`src/rtl/core/scc_pkg.sv`:
```
// ----------------------------------------------------------------------------
// scc_pkg: shared definitions for the scaled calendar clock
// Field widths, register indexes, calendar limits and the month length table.
// ----------------------------------------------------------------------------
`default_nettype none

package scc_pkg;

	localparam int unsigned YEAR_W   = 16;
	localparam int unsigned MONTH_W  = 4;
	localparam int unsigned DAY_W    = 5;
	localparam int unsigned HOUR_W   = 5;
	localparam int unsigned MIN_W    = 6;
	localparam int unsigned SEC_W    = 6;
	localparam int unsigned SCALE_W  = 16;
	localparam int unsigned ELAP_W   = 16;
	localparam int unsigned PROD_W   = SCALE_W + ELAP_W;
	localparam int unsigned FRAC_W   = 18;
	localparam int unsigned PEND_W   = 20;
	localparam int unsigned CFG_IDX_W  = 3;
	localparam int unsigned CFG_DATA_W = 16;
	localparam int unsigned OUT_DATA_W = 48;
	localparam int unsigned OUT_USER_W = 3;

	localparam logic [CFG_IDX_W-1:0] REG_TIME_SCALE   = 3'd0;
	localparam logic [CFG_IDX_W-1:0] REG_START_YEAR   = 3'd1;
	localparam logic [CFG_IDX_W-1:0] REG_START_MONTH  = 3'd2;
	localparam logic [CFG_IDX_W-1:0] REG_START_DAY    = 3'd3;
	localparam logic [CFG_IDX_W-1:0] REG_START_HOUR   = 3'd4;
	localparam logic [CFG_IDX_W-1:0] REG_START_MINUTE = 3'd5;
	localparam logic [CFG_IDX_W-1:0] REG_START_SECOND = 3'd6;

	localparam logic OP_TICK = 1'b0;
	localparam logic OP_LOAD = 1'b1;

	localparam logic [SCALE_W-1:0] SCALE_ONE     = 16'd256;
	localparam logic [MIN_W-1:0]   LAST_MINUTE   = 6'd59;
	localparam logic [SEC_W-1:0]   LAST_SECOND   = 6'd59;
	localparam logic [HOUR_W-1:0]  LAST_HOUR     = 5'd23;
	localparam logic [MONTH_W-1:0] LAST_MONTH    = 4'd12;
	localparam logic [PEND_W-1:0]  SECS_PER_MIN  = 20'd60;
	localparam logic [PEND_W-1:0]  PEND_MAX      = {PEND_W{1'b1}};

	typedef struct packed {
		logic [SEC_W-1:0]   second;
		logic [MIN_W-1:0]   minute;
		logic [HOUR_W-1:0]  hour;
		logic [DAY_W-1:0]   day;
		logic [MONTH_W-1:0] month;
		logic [YEAR_W-1:0]  year;
	} cal_t;

	function automatic logic [DAY_W-1:0] month_days(input logic [MONTH_W-1:0] m);
		logic [DAY_W-1:0] d;
		unique case (m)
			4'd2:                    d = 5'd28;
			4'd4, 4'd6, 4'd9, 4'd11: d = 5'd30;
			default:                 d = 5'd31;
		endcase
		return d;
	endfunction

endpackage

`default_nettype wire

```
`src/rtl/core/scaled_calendar_clock.sv`:
```
// ----------------------------------------------------------------------------
// scaled_calendar_clock: calendar clock driven by scaled elapsed-time ticks
// Scales each tick, accumulates seconds and steps the calendar per minute, or loads the start time.
// ----------------------------------------------------------------------------
// Usage:
//   s_axis carries one item: tuser[0] is the operation (tick or load),
//   tdata[15:0] the elapsed time in 1/1024 s. m_axis returns results: a tick
//   gives one result per minute rollover, then a final result with tlast set;
//   a load gives the final result only. cfg writes the seven registers by
//   index and is always ready; write it only while the block is idle.
//   A tick passes from idle through multiply and accumulate, then steps the
//   calendar once per result through the single calendar step unit; a load
//   goes from idle straight to the step unit. The next item is accepted only
//   after the final result is registered. s_axis_tready is high only in idle.
//   A stalled receiver holds the output register and halts the step unit;
//   no result is lost. Reset clears the calendar, accumulator and pending
//   seconds, and returns the registers to their defaults.
// ----------------------------------------------------------------------------
`default_nettype none

module scaled_calendar_clock
	import scc_pkg::*;
#(
	parameter int unsigned MAX_ROLLOVERS = 63
) (
	input  wire                    clk,
	input  wire                    arst_n,
	input  wire                    s_axis_tvalid,
	output logic                   s_axis_tready,
	input  wire [ELAP_W-1:0]       s_axis_tdata,   // [15:0] elapsed
	input  wire                    s_axis_tuser,   // [0] operation
	output logic                   m_axis_tvalid,
	input  wire                    m_axis_tready,
	output logic [OUT_DATA_W-1:0]  m_axis_tdata,   // year, month, day, hour, minute, second
	output logic [OUT_USER_W-1:0]  m_axis_tuser,   // minute_event, date_event, overflow
	output logic                   m_axis_tlast,
	input  wire                    cfg_valid,
	output logic                   cfg_ready,
	input  wire [CFG_IDX_W-1:0]    cfg_index,
	input  wire [CFG_DATA_W-1:0]   cfg_data
);

	localparam int unsigned CNT_W = $clog2(MAX_ROLLOVERS + 1);
	localparam logic [CNT_W-1:0] CNT_MAX = CNT_W'(MAX_ROLLOVERS);

	localparam logic [1:0] ST_IDLE = 2'd0;
	localparam logic [1:0] ST_MUL  = 2'd1;
	localparam logic [1:0] ST_ADD  = 2'd2;
	localparam logic [1:0] ST_ROLL = 2'd3;

	logic [1:0]           state_q;
	logic [SCALE_W-1:0]   scale_q;
	cal_t                 start_q;
	logic [ELAP_W-1:0]    elapsed_q;
	logic [PROD_W-1:0]    prod_q;
	logic [FRAC_W-1:0]    frac_q;
	logic [PEND_W-1:0]    pend_q;
	logic [CNT_W-1:0]     cnt_q;
	logic                 load_q;
	logic                 ovf_q;
	cal_t                 cal_q;
	logic                 m_valid_q;
	cal_t                 m_cal_q;
	logic                 m_mev_q;
	logic                 m_dev_q;
	logic                 m_ovf_q;
	logic                 m_last_q;

	logic                 s_accept;
	logic                 out_free;
	logic                 do_roll;
	logic [PROD_W:0]      sum;
	logic [PEND_W:0]      pend_sum;
	cal_t                 cal_next;
	logic                 date_adv;

	assign s_axis_tready = (state_q == ST_IDLE);
	assign s_accept      = s_axis_tvalid && s_axis_tready;
	assign cfg_ready     = 1'b1;
	assign out_free      = !m_valid_q || m_axis_tready;
	assign do_roll       = !load_q && (cnt_q < CNT_MAX) && (pend_q >= SECS_PER_MIN);

	assign sum      = {1'b0, prod_q} + (PROD_W + 1)'(frac_q);
	assign pend_sum = {1'b0, pend_q} + (PEND_W + 1)'(sum[PROD_W:FRAC_W]);

	// calendar step unit: one minute rollover
	always_comb begin
		cal_next = cal_q;
		date_adv = 1'b0;
		if (cal_q.minute < LAST_MINUTE) begin
			cal_next.minute = cal_q.minute + 1'b1;
		end else begin
			cal_next.minute = '0;
			if (cal_q.hour < LAST_HOUR) begin
				cal_next.hour = cal_q.hour + 1'b1;
			end else begin
				cal_next.hour = '0;
				date_adv = 1'b1;
				if (cal_q.day >= month_days(cal_q.month)) begin
					cal_next.day = DAY_W'(1);
					if (cal_q.month >= LAST_MONTH) begin
						cal_next.month = MONTH_W'(1);
						cal_next.year  = cal_q.year + 1'b1;
					end else begin
						cal_next.month = cal_q.month + 1'b1;
					end
				end else begin
					cal_next.day = cal_q.day + 1'b1;
				end
			end
		end
	end

	always_ff @(posedge clk or negedge arst_n) begin
		if (!arst_n) begin
			scale_q        <= SCALE_ONE;
			start_q.year   <= '0;
			start_q.month  <= MONTH_W'(1);
			start_q.day    <= DAY_W'(1);
			start_q.hour   <= '0;
			start_q.minute <= '0;
			start_q.second <= '0;
		end else if (cfg_valid && cfg_ready) begin
			unique case (cfg_index)
				REG_TIME_SCALE:   scale_q        <= cfg_data;
				REG_START_YEAR:   start_q.year   <= cfg_data;
				REG_START_MONTH:  start_q.month  <= cfg_data[MONTH_W-1:0];
				REG_START_DAY:    start_q.day    <= cfg_data[DAY_W-1:0];
				REG_START_HOUR:   start_q.hour   <= cfg_data[HOUR_W-1:0];
				REG_START_MINUTE: start_q.minute <= cfg_data[MIN_W-1:0];
				REG_START_SECOND: start_q.second <= cfg_data[SEC_W-1:0];
				default: ;
			endcase
		end
	end

	always_ff @(posedge clk or negedge arst_n) begin
		if (!arst_n) begin
			state_q    <= ST_IDLE;
			frac_q     <= '0;
			pend_q     <= '0;
			cnt_q      <= '0;
			load_q     <= 1'b0;
			ovf_q      <= 1'b0;
			cal_q.year   <= '0;
			cal_q.month  <= MONTH_W'(1);
			cal_q.day    <= DAY_W'(1);
			cal_q.hour   <= '0;
			cal_q.minute <= '0;
			cal_q.second <= '0;
			m_valid_q  <= 1'b0;
		end else begin
			if (state_q == ST_ROLL && out_free) begin
				m_valid_q <= 1'b1;
			end else if (m_axis_tready) begin
				m_valid_q <= 1'b0;
			end
			unique case (state_q)
				ST_IDLE: begin
					if (s_accept) begin
						ovf_q  <= 1'b0;
						cnt_q  <= '0;
						load_q <= (s_axis_tuser == OP_LOAD);
						if (s_axis_tuser == OP_LOAD) begin
							cal_q  <= start_q;
							pend_q <= PEND_W'(start_q.second);
							state_q <= ST_ROLL;
						end else begin
							state_q <= ST_MUL;
						end
					end
				end
				ST_MUL: begin
					state_q <= ST_ADD;
				end
				ST_ADD: begin
					frac_q <= sum[FRAC_W-1:0];
					if (pend_sum[PEND_W]) begin
						pend_q <= PEND_MAX;
						ovf_q  <= 1'b1;
					end else begin
						pend_q <= pend_sum[PEND_W-1:0];
					end
					state_q <= ST_ROLL;
				end
				ST_ROLL: begin
					if (out_free) begin
						if (do_roll) begin
							pend_q <= pend_q - SECS_PER_MIN;
							cal_q  <= cal_next;
							cnt_q  <= cnt_q + 1'b1;
						end else begin
							state_q <= ST_IDLE;
						end
					end
				end
				default: state_q <= ST_IDLE;
			endcase
		end
	end

	// hold the elapsed operand, the product and the output payload
	always_ff @(posedge clk) begin
		if (s_accept) begin
			elapsed_q <= s_axis_tdata;
		end
		if (state_q == ST_MUL) begin
			prod_q <= elapsed_q * scale_q;
		end
		if (state_q == ST_ROLL && out_free) begin
			m_ovf_q <= ovf_q;
			if (do_roll) begin
				m_cal_q  <= {{SEC_W{1'b0}}, cal_next[$bits(cal_t)-SEC_W-1:0]};
				m_mev_q  <= 1'b1;
				m_dev_q  <= date_adv;
				m_last_q <= 1'b0;
			end else begin
				m_cal_q  <= {((pend_q >= SECS_PER_MIN) ? LAST_SECOND : pend_q[SEC_W-1:0]),
					cal_q[$bits(cal_t)-SEC_W-1:0]};
				m_mev_q  <= 1'b0;
				m_dev_q  <= 1'b0;
				m_last_q <= 1'b1;
			end
		end
	end

	assign m_axis_tvalid = m_valid_q;
	assign m_axis_tdata  = {6'd0, m_cal_q};
	assign m_axis_tuser  = {m_ovf_q, m_dev_q, m_mev_q};
	assign m_axis_tlast  = m_last_q;

`ifndef SYNTH
	a_cnt_bound: assert property (@(posedge clk) disable iff (!arst_n)
		cnt_q <= CNT_MAX)
		else $error("rollover count past limit");

	a_last_no_event: assert property (@(posedge clk) disable iff (!arst_n)
		m_axis_tvalid |-> !(m_axis_tlast && m_axis_tuser[0]))
		else $error("final result flagged as rollover");

	a_date_midnight: assert property (@(posedge clk) disable iff (!arst_n)
		(m_axis_tvalid && m_axis_tuser[1]) |->
			(m_axis_tdata[35:30] == '0 && m_axis_tdata[29:25] == '0))
		else $error("date advanced away from midnight");

	a_accept_leaves_idle: assert property (@(posedge clk) disable iff (!arst_n)
		s_accept |=> !s_axis_tready)
		else $error("item accepted while sequencer stayed idle");
`endif

endmodule

`default_nettype wire
```
`config.mk`:
```
export PLATFORM = sky130hd
export DESIGN_NAME = scaled_calendar_clock
export DESIGN_NICKNAME = d
export VERILOG_FILES = /design/src/rtl/core/scc_pkg.sv /design/src/rtl/core/scaled_calendar_clock.sv
export SDC_FILE = /design/constraint.sdc
export NUM_CORES = 1
export LEC_CHECK = 0
export BUFFER_PORTS_ARGS = -buffer_cell sky130_fd_sc_hd__buf_2
export CAP_MARGIN = 20
export CORE_MARGIN = 2
export CORE_UTILIZATION = 59
export CTS_BUF_LIST = sky130_fd_sc_hd__clkbuf_4
export CTS_CLUSTER_DIAMETER = 60
export DETAILED_ROUTE_END_ITERATION = 10
export GPL_TIMING_DRIVEN = 0
export PLACE_DENSITY_LB_ADDON = 0.05
export SLEW_MARGIN = 20
export SYNTH_ARGS = -nofsm -noshare
export SYNTH_HDL_FRONTEND = slang
export SYNTH_SLANG_ARGS = --single-unit
```
`constraint.sdc`:
```
create_clock -name clk -period 5.77 [get_ports clk]
set_clock_uncertainty 0.15 [all_clocks]
set_input_delay 0.577 -clock clk [delete_from_list [all_inputs] [get_ports clk]]
set_output_delay 0.577 -clock clk [all_outputs]
set_load 0.01 [all_outputs]
```
-- After elaboration in Yosys (flattened, before gate mapping)
Index checks and enable logic that the tools add are counted.
- register bits after elaboration: 237
- bits in latches: 0
- RAM bits: 0
- ROM bits: 0
- input bits: 41
- output and inout bits: 55
- word-level logic and storage cells: 139
- memories kept: 0
- add/subtract/negate cells: 9
- $mul: 1
- divide/modulo/power cells: 0
- magnitude comparators: 6
- equal/unequal tests: 20
- shift operators: 0
- muxes and demuxes: 41
- bitwise operators: 1
- reductions and logical operators: 29
- operators with widths (operator ; count):
    36-bit two-way mux ; 5
    20-bit two-way mux ; 6
    36-bit one-hot mux with 2 select lines ; 1
    20-bit one-hot mux with 3 select lines ; 1
    32-bit by 18-bit adder with 33-bit output ; 1
    16-bit by 16-bit multiplier with 32-bit output ; 1
    30-bit two-way mux ; 1
    6-bit two-way mux ; 5
    25-bit two-way mux ; 1
    20-bit by 15-bit adder with 21-bit output ; 1
    20-bit by 6-bit greater-or-equal comparator with 1-bit output (second input constant) ; 1
    5-bit two-way mux ; 4
    20-bit by 6-bit subtractor with 20-bit output (second input constant) ; 1
    16-bit by 1-bit adder with 16-bit output (second input constant) ; 1
    16-bit two-way mux ; 1
    2-bit AND reduction ; 8
    6-bit by 1-bit adder with 6-bit output (second input constant) ; 2
    6-bit < comparator (second input constant) ; 2
    6-bit one-hot mux with 2 select lines ; 1
    5-bit by 1-bit adder with 5-bit output (second input constant) ; 2
    5-bit AND reduction ; 2
    3-bit equality test (second input constant) ; 3
    4-bit by 3-bit equality test with 1-bit output (second input constant) ; 2
    4-bit equality test (second input constant) ; 2
    29 further kinds ; 52

-- Logic depth before layout (Yosys ltp)
Gate-level depths: netlist of the first run.
- depth in word-level cells: 12
- depth in mapped cells: 22
- mapped depth without buffers: 21

-- Worst setup path after synthesis of the first run
OpenSTA, ideal clock, no wires.
- path type: reg2reg
- start point: register scale_q[8]
- end point: register prod_q[25] (data pin)
- setup time: 0.261 ns
- arrival time: 5.620 ns
- required time: 5.359 ns
- path slack: -0.261 ns
- cell stages (with the launch flop): 22
- path buffers: 1
- period minus slack after synthesis: 6.031 ns
- cell sequence: dfstp_2 clkbuf_1 nand2_1 fa_1 inv_1 fa_1 inv_1 fa_1 inv_1 fa_1 fa_1 inv_1 fa_1 inv_1 ha_1 and3_1 nor2b_1 a211oi_1 a21oi_1 o21bai_1 nand2_1 xor2_1
- word-level cells in the longest chain between the ends: 1
- ends and longest elaborated chain (item ; RTL line ; text):
    start: declaration ; scaled_calendar_clock.sv:52 ; logic [SCALE_W-1:0] scale_q;
    start signal: assignment ; scaled_calendar_clock.sv:125 ; REG_TIME_SCALE: scale_q <= cfg_data;
    16-bit by 16-bit multiplier with 32-bit output ; scaled_calendar_clock.sv:208 ; prod_q <= elapsed_q * scale_q;
    end signal: assignment ; scaled_calendar_clock.sv:208 ;
    end: declaration ; scaled_calendar_clock.sv:55 ; logic [PROD_W-1:0] prod_q;
No other way between the ends.
A chain may end at the register's enable or synchronous reset.

-- Final worst setup path of the first run
- start point: register elapsed_q[7]
- end point: register prod_q[24] (data pin)
- word-level cells in the longest chain between the ends: 1
- ends and longest elaborated chain (item ; RTL line ; text):
    start: declaration ; scaled_calendar_clock.sv:54 ; logic [ELAP_W-1:0] elapsed_q;
    start signal: assignment ; scaled_calendar_clock.sv:205 ; elapsed_q <= s_axis_tdata;
    16-bit by 16-bit multiplier with 32-bit output ; scaled_calendar_clock.sv:208 ;
No other way between the ends.

==> results of run 1 <==
## logic make-up after synthesis
group | Yosys count | share of synthesized area [%]
compound gates | 398 | 12.2
mux | 80 | 4.18
fa+ha+maj | 350 | 27.3
simple gates | 701 | 15.9
other cells | 2 | 0.0350
buf+inv | 382 | 7.12
flops | 237 | 29.9
xor+xnor | 83 | 3.39
## worst paths after layout
check / from / endpoint / depth (start not counted)
min: cfg_data[5] / scale_q[5] / 2
max: elapsed_q[7] / prod_q[24] / 20
min reg2reg: start_q[24] / cal_q[24] / 2
max reg2reg: elapsed_q[7] / prod_q[24] / 20
max in group asynchronous: arst_n / start_q[16] / 3
min in group asynchronous: arst_n / cnt_q[0] / 2
## flip-flops by register name, indices dropped and copies added, names as in the netlist
register	cells
m_mev_q	1
frac_q	18
cal_q	36
ovf_q	1
scale_q	16
m_dev_q	1
prod_q	32
elapsed_q	16
m_ovf_q	1
m_axis_tlast	1
load_q	1
pend_q	20
start_q	42
m_axis_tdata	42
m_axis_tvalid	1
state_q	2
cnt_q	6
## Yosys cell counts (15+ instances only)
library cell	instances	share of area [%]
nand2_1	271	4.7
inv_1	267	4.7
fa_1	196	18
ha_1	154	9.0
dfrtp_1	138	16
and2_1	111	3.2
o21ai_0	98	2.3
nor2_1	95	1.7
a21oi_1	94	2.2
edfxtp_1	94	13
clkbuf_1	80	1.4
mux2_2	73	3.8
nor3_1	53	1.2
nand3_1	44	1.0
xnor2_1	44	1.8
xor2_1	39	1.6
a21o_1	25	0.88
and3_1	21	0.61
a22oi_1	20	0.70
a31oi_1	20	0.58
nand4_1	18	0.53
a211oi_1	17	0.60
buf_4	15	0.53
nand2b_1	15	0.44
## stage by stage
stage / hold slack [ns] / TNS [ns] / std cells / instance area [sq um]
global route: 0.0493 / -6.57 / 3013 / 24900
floorplan: 0.131 / 0 / 2238 / 21600
CTS: 0.0319 / -3.50 / 3004 / 24800
finish: 0.0823 / -3.75 / 3013 / 24900
detailed placement: 0.321 / -12.75 / 2787 / 22600
global placement: 0.317 / -12.68 / 2785 / 22600
## what timing repair did
item                                    in CTS  in global routing
endpoints found under the hold margin      123                  0
gates cloned                                 0                  0
resized for setup                          132                 26
buffers inserted                            64                  7
hold buffers                                30                  0
endpoints found under the setup margin      28                 38
pin swaps                                   68                 17
## cell type report
cell class / instances / share of cell area (%)
repair buffers: 189 / 5.48
well taps: 461 / 2.31
diodes: 2 / 0.0201
flip-flops and latches: 237 / 25.8
plain buffers: 113 / 2.86
inverters: 269 / 4.05
multi-input cells: 1619 / 56.0
clock buffers: 103 / 3.10
clock inverters: 20 / 0.372
## per-layer routing
layer / GRT usage [%] / vias up / routed length, um
met5: 0 / - / 0
met4: 11.5 / 0 / 1960
met3: 5.33 / 142 / 4050
met2: 53.0 / 649 / 28300
met1: 43.1 / 8808 / 24500
li1: - / 8168 / -
==> impl_metrics.csv, run 1 <==
group,metric,value,unit
critical_path,path_delay_family,"adder cells",
layout,fillers,2747,
sta,setup_viol,15,
floorplan,start_util,60.2,%
synthesis,synthArstFlopShare,60.3,%
floorplan,die_y,195,um
critical_path,slowest_stage,"fa_1",
routing,routed_wl,58.7,mm
critical_path,reg2reg_slack,-0.32,ns
synthesis,synthCells,2233,
clock_network,clock_latency,0.76,ns
layout,synthToLayoutAreaGrowth,16.2,%
routing,drt_first_iter_violations,1366,
critical_path,cp-start-kind,"flop",
layout,layout-drive-gt1-share,21.0,%
place,port_buffers,86,
critical_path,path_common_cell,"fa_1",
synthesis,synth_area,21400,sq um
critical_path,path_max_fanout,8,
global_routing,grt.total_usage,32.1,%
hold_path,min_path_type,"in -> reg",
place,gp_congestion,0.948,
clock_network,cts_tree,"yes",
synthesis,syn_area_per_cell,9.60,sq um
critical_path,critPathArrivalTime,6.43,ns
outcome,status,"complete, but fails checks",
sta,grt_setup_unrepaired,"yes",
critical_path,crit_path_end_kind,"flop",
critical_path,worst-path-buf-inv,5,
synthesis,yosysWarnings,0,
clock_network,cts.clk_slew.worst_paths,0.08,ns
place,hpwl,43.8,mm
layout,fin_nets,2889,
sta,fmax,164,MHz
floorplan,die_x,195,um
floorplan,core,35700,sq um
sta,fin_ws,-0.325,ns
place,pre_cts_slack,-1.04,ns
routing,vias,17767,
global_routing,grt_pass1_vias,17953,
global_routing,grt_overflow,0,
floorplan,boundaryPins,96,
synthesis,ys_types,88,
layout,final_cell_mix,"nand2_1, inv_1, fa_1",
sta,worst_pin_slew,0.944,ns
critical_path,cp_cell_sequence,"clkbuf_8, nand2_2, fa_1, inv_1, fa_1, fa_1, fa_1, fa_1, inv_1, fa_1, inv_1, ha_1, clkbuf_8, nand2_1, o21ai_2, o41ai_2, o21ba_2, a21o_1, nand3_2, o311ai_4",
global_routing,antenna_found_initial,2,
run,max_cap_violations,0,
clock_network,clock_sinks,237,
routing,ant_nets,0,
sta,finalCritPeriodShare,106,%
routing,drtPass1Iterations,7,
synthesis,ys.flop_type,"dfrtp_1",
sta,drv_slew,0,
sta,hold_violations,0,
synthesis,synth_edf_count,94,
clock_network,cts_buffers,69,
routing,routedWlPerCell,19.5,um
layout,seqCellArea,6420,sq um
layout,final_core_util,69.9,%
floorplan,row_count,69,
routing,viasPerCell,5.90,
layout,multiInputGateArea,14000,sq um
clock_network,clockRootBuffer,"clkbuf_4",
synthesis,yosysSeqAreaShare,29.9,%
clock_network,htreeDepth,3,
critical_path,critPathKind,"reg -> reg",
clock_network,cts_buffer_depth,3,
global_routing,grt_max_degree,84,
layout,layout_commonest_cell,"nand2_1",
synthesis,ys_ff_latch,237,
critical_path,max_stage_delay,0.60,ns
sta,period_needed,6.09,ns
outcome,violations,"negative setup slack",
routing,drc,0,
floorplan,die-area,37900,sq um
global_routing,grt_pass1_wl,96.1,mm
critical_path,cp.required,6.11,ns
sta,max-slew-margin-rel,37.0,%
Power of run 1 is left out: the tool's default activity adds up to more than one toggle a clock period on the data nets, which glitch-free logic cannot reach.
==> run 2: changes to the inputs <==
- CORE_MARGIN: 2 -> not set
- MAX_ROUTING_LAYER: not set -> met4
==> run 2 against run 1 <==
Net effect:
- the run ends with design-rule violations, negative setup slack left
- register-to-register slack gained 0.04 ns
- first-iteration DRC count shrank 7.4%
- global-route usage grew 2.2 points
- setup slack gained 0.039 ns
- critical endpoint is now prod_q[27]
- largest cell class unchanged
==> impl_metrics.csv, run 2 (synthesis results as in run 1) <==
group,metric,value,unit
clock_network,clock_sinks,237,
critical_path,cp-start-kind,"flop",
sta,period_needed,6.06,ns
critical_path,critPathKind,"reg -> reg",
routing,drt_first_iter_violations,1265,
layout,layout-drive-gt1-share,21.2,%
layout,design_area,25100,sq um
floorplan,start_util,60.2,%
run,max_cap_violations,0,
routing,viasPerCell,5.85,
clock_network,cts_buffer_depth,3,
global_routing,grt_pass1_wl,94.5,mm
sta,hold_violations,0,
layout,final_cell_mix,"nand2_1, inv_1, fa_1",
floorplan,die-area,37100,sq um
global_routing,grt_overflow,0,
sta,finalCritPeriodShare,105,%
layout,fin_nets,2889,
global_routing,grt_pass1_vias,17643,
routing,vias,17612,
sta,max-slew-margin-rel,32.8,%
layout,layout_commonest_cell,"nand2_1",
sta,grt_setup_unrepaired,"yes",
routing,routed_wl,59.0,mm
critical_path,timing.rr.start,"elapsed_q[5]",
floorplan,row_count,69,
clock_network,cts_tree,"yes",
clock_network,htreeDepth,3,
clock_network,cts.clk_slew.worst_paths,0.07,ns
layout,fillers,2792,
critical_path,r2r_end,"prod_q[27]",
critical_path,reg2reg_depth,20,
place,hpwl,43.9,mm
sta,fmax,165,MHz
layout,final_core_util,70.4,%
sta,drv_slew,0,
routing,drc,25,
sta,fin_ws,-0.286,ns
clock_network,clockRootBuffer,"clkbuf_4",
clock_network,clock_latency,0.77,ns
outcome,violations,"design-rule violations, negative setup slack",
sta,setup_viol,16,
clock_network,cts_buffers,68,
critical_path,cp.required,6.07,ns
hold_path,hp-start,"s_axis_tvalid",
layout,synthToLayoutAreaGrowth,17.0,%
hold_path,hold_depth,4,
floorplan,boundaryPins,96,
routing,ant_nets,0,
floorplan,core,35700,sq um
routing,drtPass1Iterations,9,
global_routing,antenna_found_initial,2,
routing,routedWlPerCell,19.6,um
critical_path,crit_path_end_kind,"flop",
global_routing,grt_max_degree,100,
hold_path,min_path_type,"in -> reg",
place,placedInstanceArea,22700,sq um
outcome,status,"complete, but fails checks",
place,pre_cts_slack,-1.07,ns
place,gp_congestion,0.965,
critical_path,path_max_fanout,5,
global_routing,grt.total_usage,34.3,%
critical_path,reg2reg_slack,-0.29,ns
floorplan,die_x,193,um
floorplan,die_y,193,um
critical_path,critPathArrivalTime,6.36,ns
place,port_buffers,86,
hold_path,holdPathEnd,"ovf_q",
sta,worst_pin_slew,1.00,ns
run 2: cell count changes in the layout (fill, tap and decap cells not counted), moves of 3 or more:
cell      previous run  this run
buf_4               80        76
buf_6                8        13
buf_8                1         6
clkbuf_4           121       116
clkinv_1            11         7
fa_1               190       187
fa_2                 6         9
ha_1               145       141
ha_4                 7        11
inv_1              260       257
run 2: worst max-delay path by stage:
stage,from,end,slack [ns],cells after the start
floorplan,elapsed_q[9],prod_q[27],0.005,19
global placement,scale_q[11],prod_q[24],-1.06,19
detailed placement,scale_q[11],prod_q[24],-1.07,19
CTS,elapsed_q[6],prod_q[27],-0.30,20
global route,elapsed_q[5],prod_q[16],-0.43,20
finish,elapsed_q[5],prod_q[27],-0.29,20
run 2: area by class of cell:
class	instances	area (sq um)	area share [%]
Antenna cell	2	5.00	0.0199
Buffer	111	724	2.89
Clock buffer	102	766	3.05
Clock inverter	18	155	0.618
Inverter	269	1010	4.02
Multi-Input combinational cell	1619	14000	55.9
Sequential cell	237	6420	25.6
Tap cell	461	577	2.30
Timing Repair Buffer	192	1410	5.62
run 2: per-layer routing:
metal / part of all wire [%] / global-route usage (%)
met5: 0 / -
met3: 6.9 / 6.35
met4: 3.6 / 13.4
met1: 42 / 44.8
met2: 47 / 53.1
run 2: worst max-delay path, stage by stage, from the launching register on:
cell and delay, ns:
edfxtp_1 0.49, clkbuf_8 0.20, and2_4 0.13, fa_1 0.54, inv_2 0.04, fa_1 0.52
fa_1 0.45, fa_1 0.54, inv_1 0.05, fa_1 0.52, inv_2 0.05, fa_1 0.49
inv_2 0.05, ha_4 0.28, o211ai_1 0.11, nor2_2 0.15, o2111ai_2 0.16, a31o_2 0.30
a211oi_4 0.27, nor4_2 0.08, xnor2_1 0.16
run 2: timing repair:
item                                    CTS  global route
endpoints found under the setup margin   30            39
hold buffers                             32             0
pin swaps                                68            41
setup buffers                            64             6
hold endpoints to repair                 98             0
gates cloned                              1             0
gates resized for setup                 132            47
run 2: through the flow:
stage / hold slack, ns / std cells / TNS, ns
floorplan: 0.131 / 2238 / 0
global placement: 0.317 / 2785 / -13.83
detailed placement: 0.319 / 2788 / -14.38
CTS: 0.0227 / 3003 / -2.82
global route: 0.0562 / 3011 / -5.42
finish: 0.0797 / 3011 / -3.33
Power of run 2 is left out for the same reason.
